$ cat config.mk
export PLATFORM = sky130hd
export DESIGN_NAME = midi_message_decoder_core
export DESIGN_NICKNAME = d
export VERILOG_FILES = /design/src/design/midi_dec_pkg.sv /design/src/design/midi_message_decoder_core.sv
export SDC_FILE = /design/constraint.sdc
export NUM_CORES = 1
export LEC_CHECK = 0
export ABC_AREA = 0
export BUFFER_PORTS_ARGS = -buffer_cell sky130_fd_sc_hd__buf_2
export CORE_MARGIN = 1
export CORE_UTILIZATION = 53
export DETAILED_ROUTE_END_ITERATION = 8
export PLACE_DENSITY = 0.73
export SLEW_MARGIN = 20
export SYNTH_ARGS = -nofsm -noshare
export SYNTH_HDL_FRONTEND = slang
export SYNTH_SLANG_ARGS = --single-unit
$ cat constraint.sdc
create_clock -name aclk -period 7.91 [get_ports aclk]
set_input_delay 1.1865 -clock aclk [delete_from_list [all_inputs] [get_ports aclk]]
set_output_delay 1.1865 -clock aclk [all_outputs]
set_load 0.01 [all_outputs]
$ cat src/design/midi_dec_pkg.sv
`default_nettype none

package midi_dec_pkg;

    typedef enum logic [3:0] {
        KIND_NOTE_OFF       = 4'd0,
        KIND_NOTE_ON        = 4'd1,
        KIND_POLY_PRESSURE  = 4'd2,
        KIND_CONTROL        = 4'd3,
        KIND_PROGRAM        = 4'd4,
        KIND_CHAN_PRESSURE  = 4'd5,
        KIND_PITCH_BEND     = 4'd6,
        KIND_MACHINE_CTRL   = 4'd7,
        KIND_OTHER          = 4'd8
    } kind_t;

    localparam logic [7:0] SYSEX_STATUS = 8'hF0;
    localparam logic [7:0] EOX_BYTE     = 8'hF7;
    localparam logic [7:0] RT_UNIVERSAL = 8'h7F;
    localparam logic [7:0] MMC_SUB_ID   = 8'h06;
    localparam logic [3:0] STATUS_NOTE_OFF   = 4'h8;
    localparam logic [3:0] STATUS_NOTE_ON    = 4'h9;
    localparam logic [3:0] STATUS_POLY_PRESS = 4'hA;
    localparam logic [3:0] STATUS_CONTROL    = 4'hB;
    localparam logic [3:0] STATUS_PROGRAM    = 4'hC;
    localparam logic [3:0] STATUS_CHAN_PRESS = 4'hD;
    localparam logic [3:0] STATUS_PITCH_BEND = 4'hE;

    localparam logic [2:0] COUNT_MAX = 3'd7;

    typedef struct packed {
        logic        accepted;
        kind_t       kind;
        logic [3:0]  channel;
        logic [7:0]  status_code;
        logic [6:0]  first_data;
        logic [6:0]  second_data;
        logic [13:0] bend_value;
        logic [7:0]  unit_id;
        logic [7:0]  mmc_command;
    } result_t;

    // st and b1..b4 are the message bytes including the one being taken now
    function automatic result_t decode_msg(
        input logic [7:0] st,
        input logic [7:0] b1,
        input logic [7:0] b2,
        input logic [7:0] b3,
        input logic [7:0] b4,
        input logic [2:0] len,
        input logic [7:0] lastb
    );
        result_t res;
        logic    ok1;
        logic    ok2;
        res = '0;
        ok1 = (len >= 3'd2) && !b1[7];
        ok2 = ok1 && (len >= 3'd3) && !b2[7];
        priority if (st == SYSEX_STATUS) begin
            res.accepted    = 1'b1;
            res.status_code = SYSEX_STATUS;
            if (len >= 3'd6 && b1 == RT_UNIVERSAL && b3 == MMC_SUB_ID && lastb == EOX_BYTE) begin
                res.kind        = KIND_MACHINE_CTRL;
                res.unit_id     = b2;
                res.mmc_command = b4;
            end else begin
                res.kind = KIND_OTHER;
            end
        end else if (!st[7]) begin
            res = '0;
        end else begin
            unique case (st[7:4])
                STATUS_NOTE_OFF, STATUS_NOTE_ON, STATUS_POLY_PRESS, STATUS_CONTROL: begin
                    if (ok2) begin
                        res.accepted    = 1'b1;
                        res.kind        = kind_t'({1'b0, st[6:4]});
                        res.channel     = st[3:0];
                        res.status_code = {st[7:4], 4'h0};
                        res.first_data  = b1[6:0];
                        res.second_data = b2[6:0];
                    end
                end
                STATUS_PROGRAM, STATUS_CHAN_PRESS: begin
                    if (ok1) begin
                        res.accepted    = 1'b1;
                        res.kind        = kind_t'({1'b0, st[6:4]});
                        res.channel     = st[3:0];
                        res.status_code = {st[7:4], 4'h0};
                        res.first_data  = b1[6:0];
                    end
                end
                STATUS_PITCH_BEND: begin
                    if (ok2) begin
                        res.accepted    = 1'b1;
                        res.kind        = KIND_PITCH_BEND;
                        res.channel     = st[3:0];
                        res.status_code = {st[7:4], 4'h0};
                        res.bend_value  = {b2[6:0], b1[6:0]};
                    end
                end
                default: begin
                    res.accepted    = 1'b1;
                    res.kind        = KIND_OTHER;
                    res.channel     = st[3:0];
                    res.status_code = st;
                end
            endcase
        end
        return res;
    endfunction

endpackage

`default_nettype wire

$ cat src/design/midi_message_decoder_core.sv
// midi message decoder
// input stream: one message byte per transfer on s_tdata, s_tlast set on the
// final byte of the message. every transferred byte is captured; bytes
// without s_tlast give no result.
// result stream: one decoded result per message, registered at its last byte,
// through the skid register while the output stalls. m_tuser carries the
// accepted flag and the kind, m_tdata the decoded fields; fields unused by a
// kind are zero, and a rejected message (accepted low) has all fields zero.
// throughput: one byte per cycle while s_tready is high, set by the single
// capture-and-decode stage between the byte counter/store and the result register.
// a two-entry output (result register plus skid register) keeps s_tready
// high while one result waits on a stalled receiver; s_tready drops only
// when both entries are full, and comes from a register.
// reset (aresetn low, synchronous) clears the byte count, stored bytes and
// both output entries, so the next byte starts a new message.
`default_nettype none

module midi_message_decoder_core
    import midi_dec_pkg::*;
(
    input  wire logic        aclk,
    input  wire logic        aresetn,
    input  wire logic        s_tvalid,
    output logic             s_tready,
    input  wire logic [7:0]  s_tdata,   // data_byte
    input  wire logic        s_tlast,   // last_byte
    output logic             m_tvalid,
    input  wire logic        m_tready,
    // channel[3:0], status_code[11:4], first_data[18:12], second_data[25:19],
    // bend_value[39:26], unit_id[47:40], mmc_command[55:48]
    output logic [55:0]      m_tdata,
    output logic [4:0]       m_tuser    // accepted[0], kind[4:1]
);

    logic [2:0]      count_reg;
    logic [2:0]      count_next;
    logic [7:0]      status_reg;
    logic [7:0]      status_next;
    logic [3:0][7:0] body_reg;
    logic [3:0][7:0] body_next;
    logic [2:0]      len;

    result_t res;
    logic    s_fire;
    logic    res_valid;
    logic    m_fire;

    logic    out_valid_reg;
    logic    out_valid_next;
    result_t out_data_reg;
    result_t out_data_next;
    logic    skid_valid_reg;
    logic    skid_valid_next;
    result_t skid_data_reg;
    result_t skid_data_next;

    assign s_tready  = !skid_valid_reg;
    assign s_fire    = s_tvalid && s_tready;
    assign res_valid = s_fire && s_tlast;
    assign m_fire    = out_valid_reg && m_tready;

    // byte store, including the byte being transferred now
    always_comb begin
        status_next = status_reg;
        body_next   = body_reg;
        if (count_reg == 3'd0) begin
            status_next = s_tdata;
        end
        for (int i = 0; i < 4; i++) begin
            if (count_reg == 3'(i + 1)) begin
                body_next[i] = s_tdata;
            end
        end
        len = (count_reg == COUNT_MAX) ? COUNT_MAX : count_reg + 3'd1;
        count_next = s_tlast ? 3'd0 : len;
    end

    assign res = decode_msg(status_next, body_next[0], body_next[1], body_next[2],
                            body_next[3], len, s_tdata);

    always_ff @(posedge aclk) begin
        if (!aresetn) begin
            count_reg  <= 3'd0;
            status_reg <= 8'h00;
            body_reg   <= '0;
        end else if (s_fire) begin
            count_reg  <= count_next;
            status_reg <= status_next;
            body_reg   <= body_next;
        end
    end

    // output register with skid entry
    always_comb begin
        out_valid_next  = out_valid_reg;
        out_data_next   = out_data_reg;
        skid_valid_next = skid_valid_reg;
        skid_data_next  = skid_data_reg;
        if (m_fire || !out_valid_reg) begin
            out_valid_next  = skid_valid_reg || res_valid;
            out_data_next   = skid_valid_reg ? skid_data_reg : res;
            skid_valid_next = 1'b0;
        end else if (res_valid) begin
            skid_valid_next = 1'b1;
            skid_data_next  = res;
        end
    end

    always_ff @(posedge aclk) begin
        if (!aresetn) begin
            out_valid_reg  <= 1'b0;
            skid_valid_reg <= 1'b0;
        end else begin
            out_valid_reg  <= out_valid_next;
            skid_valid_reg <= skid_valid_next;
        end
        out_data_reg  <= out_data_next;
        skid_data_reg <= skid_data_next;
    end

    assign m_tvalid = out_valid_reg;
    assign m_tuser  = {out_data_reg.kind, out_data_reg.accepted};
    assign m_tdata  = {out_data_reg.mmc_command, out_data_reg.unit_id,
                       out_data_reg.bend_value, out_data_reg.second_data,
                       out_data_reg.first_data, out_data_reg.status_code,
                       out_data_reg.channel};

    a_skid_needs_out: assert property (@(posedge aclk) disable iff (!aresetn)
        skid_valid_reg |-> out_valid_reg)
        else $error("skid entry holds a result while the output register is empty");

    a_skid_only_on_stall: assert property (@(posedge aclk) disable iff (!aresetn)
        $rose(skid_valid_reg) |-> $past(out_valid_reg && !m_tready))
        else $error("skid entry filled without a stalled output");

    a_count_restarts: assert property (@(posedge aclk) disable iff (!aresetn)
        (s_tvalid && s_tready && s_tlast) |=> (count_reg == 3'd0))
        else $error("byte count not cleared after last byte");

    a_reject_zero: assert property (@(posedge aclk) disable iff (!aresetn)
        (m_tvalid && !m_tuser[0]) |-> (m_tdata == 56'd0 && m_tuser[4:1] == 4'd0))
        else $error("rejected result carries nonzero fields");

endmodule

`default_nettype wire
==> reports/metrics.cfg <==
[clock_network]
cts.clk_slew.worst_paths_ns = 0.06
cts_htree_levels = 4
cts_resized = 0
post_cts_buffers = 0
holdBufCountCts = 0
cts_sinks = 165
clk_latency_ns = 0.43
cts_tree = yes
cts_buffer_depth = 2
cts_root_buffer = clkbuf_16
cts_made_buffers = 17

[route]
drt_iter0_drc = 471
first_pass_iters = 5
ant_nets = 0
via_per_inst = 5.688
wire_per_inst_microns = 16.64
route.detailed.drc = 0
vias = 4892
finalWirelength_mm = 14.31

[critical_path]
cp.arrival_ns = 3.56
r2r_cells = 7
cp.required_ns = 8.11
crit_start = count_reg[0]
reg2reg_slack_ns = 4.55
crit_type = reg -> reg
rr_startpoint = count_reg[0]
cp_max_fo = 36
critPathCaptureType = register
r2r-end = m_tdata[28]
crit_end = m_tdata[28]
startpoint_type = register

[sta]
setup_ws_ns = 4.553
tns_ns = 0
drv_slew = 0
finalCriticalPeriod_ns = 3.357
slew_headroom_pct = 27.86
fin_skew_ns = 0.007146
tightest_slew_ns = 1.080
fmax_ghz = 0.2979
final-hold-violation-count = 0
setup_viol_count_final = 0
finalCritPeriodShare_pct = 42.44
rsz0062_at_grt = no

[synth]
synth-simple-area-share_pct = 14.50
synth.mux.area_fraction_pct = 5.804
synth_ff_type = edfxtp_1
synth.distinct_cells = 50
avgSynthCellArea_sq_um = 11.70
synth_largest_area_cell = edfxtp_1
synthArstFlopShare_pct = 0
synth_compound_area_share_pct = 13.71
synth_top_area_share_pct = 49.60
synth_area_sq_mm = 0.007264
synth_enable_flop_cells = 120
yosys.area_share.xor_xnor_pct = 0
syn_nets = 638
syn_inst = 621
synthAdderAreaFrac_pct = 0.6889
synth.area.top_cells = edfxtp_1 50%, dfxtp_1 12%, nand2_1 6.2%
yosysSeqAreaShare_pct = 62.00
yosys_warnings = 0
ys_ff_latch = 165
synth_top_family_by_area = simple AND/OR/NAND/NOR gates

[place]
hpwlAfterDp_mm = 9.071
place_congestion = 0.8800
port_buffers = 75
dp_slack_ns = 4.598
dp.cells = 828

[floorplanning]
die_h_microns = 119.1
row_count = 42
dieWidth_microns = 119.1
core_sq_mm = 0.01330
start_util_pct = 54.64
fp.dieArea_sq_mm = 0.01418
io_pins = 76

[grt]
grt_pass1_vias = 4481
grt_pass1_wl_mm = 22.85
grt_max_degree = 110
overflow = 0
grt_antenna_before_repair = 0
grt_usage_pct = 21.08

[power]
totalPowerFinal_mw = 1.855
irDropWorstVdd_uv = 149.9
seqPwrFrac_pct = 51.7
switching_share_pct = 21.98
intPower_mw = 1.448
power_density_mw_per_mm2 = 225.0
netSwitchingPower_mw = 0.4079
clkPwrFrac_pct = 41.6
combPwrFrac_pct = 6.8
p_leak_nw = 3.201

[hold_path]
hold_path_class = reg -> reg

[final_layout]
antenna_cells = 0
fillers = 1032
largest_reg_flops = 60
fin_cells = 860
final_util_pct = 62.02
mostFrequentLayoutCells = 120 x nand2_1, 120 x edfxtp_1, 75 x buf_2
drive_gt1_share_pct = 19.88
area_delta_synth_final_pct = 13.50
layout.nets = 688

[flow_run]
maxCapViolCount = 0

[status]
status = completed

==> worst min path at each step <==
stage                       startpoint            to  slack [ns]  cells past startpoint
after floorplan           body_reg[20]  body_reg[20]        0.44                      2
after global placement    body_reg[23]  body_reg[23]        0.45                      2
after global routing      body_reg[20]  body_reg[20]        0.50                      2
final                     body_reg[18]  body_reg[18]        0.47                      2
after CTS                 body_reg[18]  body_reg[18]        0.47                      2
after detailed placement  body_reg[18]  body_reg[18]        0.46                      2
==> logic make-up (layout without fill, tap and decap cells) <==
family | Yosys count | after routing
AND/OR/NAND/NOR | 243 | 243
adder cells (fa/ha/maj) | 4 | 4
flip-flops | 165 | 165
AO/OA/AOI/OAI | 114 | 114
buffers and inverters | 54 | 117
multiplexers | 41 | 41
==> cells in the mapped netlist, types with 2 or more instances <==
library cell and instances:
edfxtp_1 120, nand2_1 120, nor2_1 72, dfxtp_1 45, mux2i_1 37, o31ai_1 37, clkbuf_1 29, a21boi_0 18
o211a_1 16, buf_2 14, nor2b_1 12, o31ai_2 12, nand3_1 8, a21oi_1 5, a31oi_1 5, buf_4 5
nor3_1 5, nor4_1 5, ha_1 4, inv_1 4, nand2b_1 4, o41ai_1 4, a41oi_1 3, and2_1 2
and3_1 2, and4b_1 2, buf_1 2, mux2_2 2, nand4_1 2, nor3b_1 2, o211ai_2 2, o21a_1 2
or2_2 2
==> power by group through the flow <==
stage,clock network [mW],registers [mW],logic (mW)
detailed placement,0,0.977,0.125
global route,0.814,0.961,0.136
finish,0.771,0.959,0.125
CTS,0.781,0.959,0.125
floorplan,0,0.986,0.0765
global placement,0,0.976,0.122
==> layer usage <==
layer | vias to the layer above | GRT usage, % | share of wire (%)
li1 | 2358 | - | -
met3 | 22 | 4.693 | 5.0
met2 | 136 | 32.89 | 46
met1 | 2376 | 28.65 | 47
met4 | 0 | 8.307 | 1.4
met5 | - | 0 | 0
==> area by class of cell <==
class                   instances  area, sq um  area share, %
clock buffers                  20        436.7          5.296
clock inverters                12        111.4          1.351
inverters                       4        15.01         0.1821
multi-input cells             402         2534          30.73
flip-flops and latches        165         4508          54.67
well taps                     176        220.2          2.671
repair buffers                 81        420.4          5.099
==> per-stage QoR <==
step / hold slack [ns] / area (sq um)
2_1_floorplan: 0.4431 / 7264
3_3_place_gp: 0.4530 / 7697
3_5_place_dp: 0.4611 / 7697
4_1_cts: 0.4695 / 8245
5_1_grt: 0.4978 / 8245
6_report: 0.4678 / 8245
==> critical path, stage by stage, from the launching register on <==
cell      delay, ns
dfxtp_1        0.35
inv_1          0.11
ha_1           0.17
nor2b_1        0.85
nand3b_1       0.34
a22oi_4        0.31
nand4_4        0.47
o31ai_1        0.51
(Power assumes the default switching activity.)
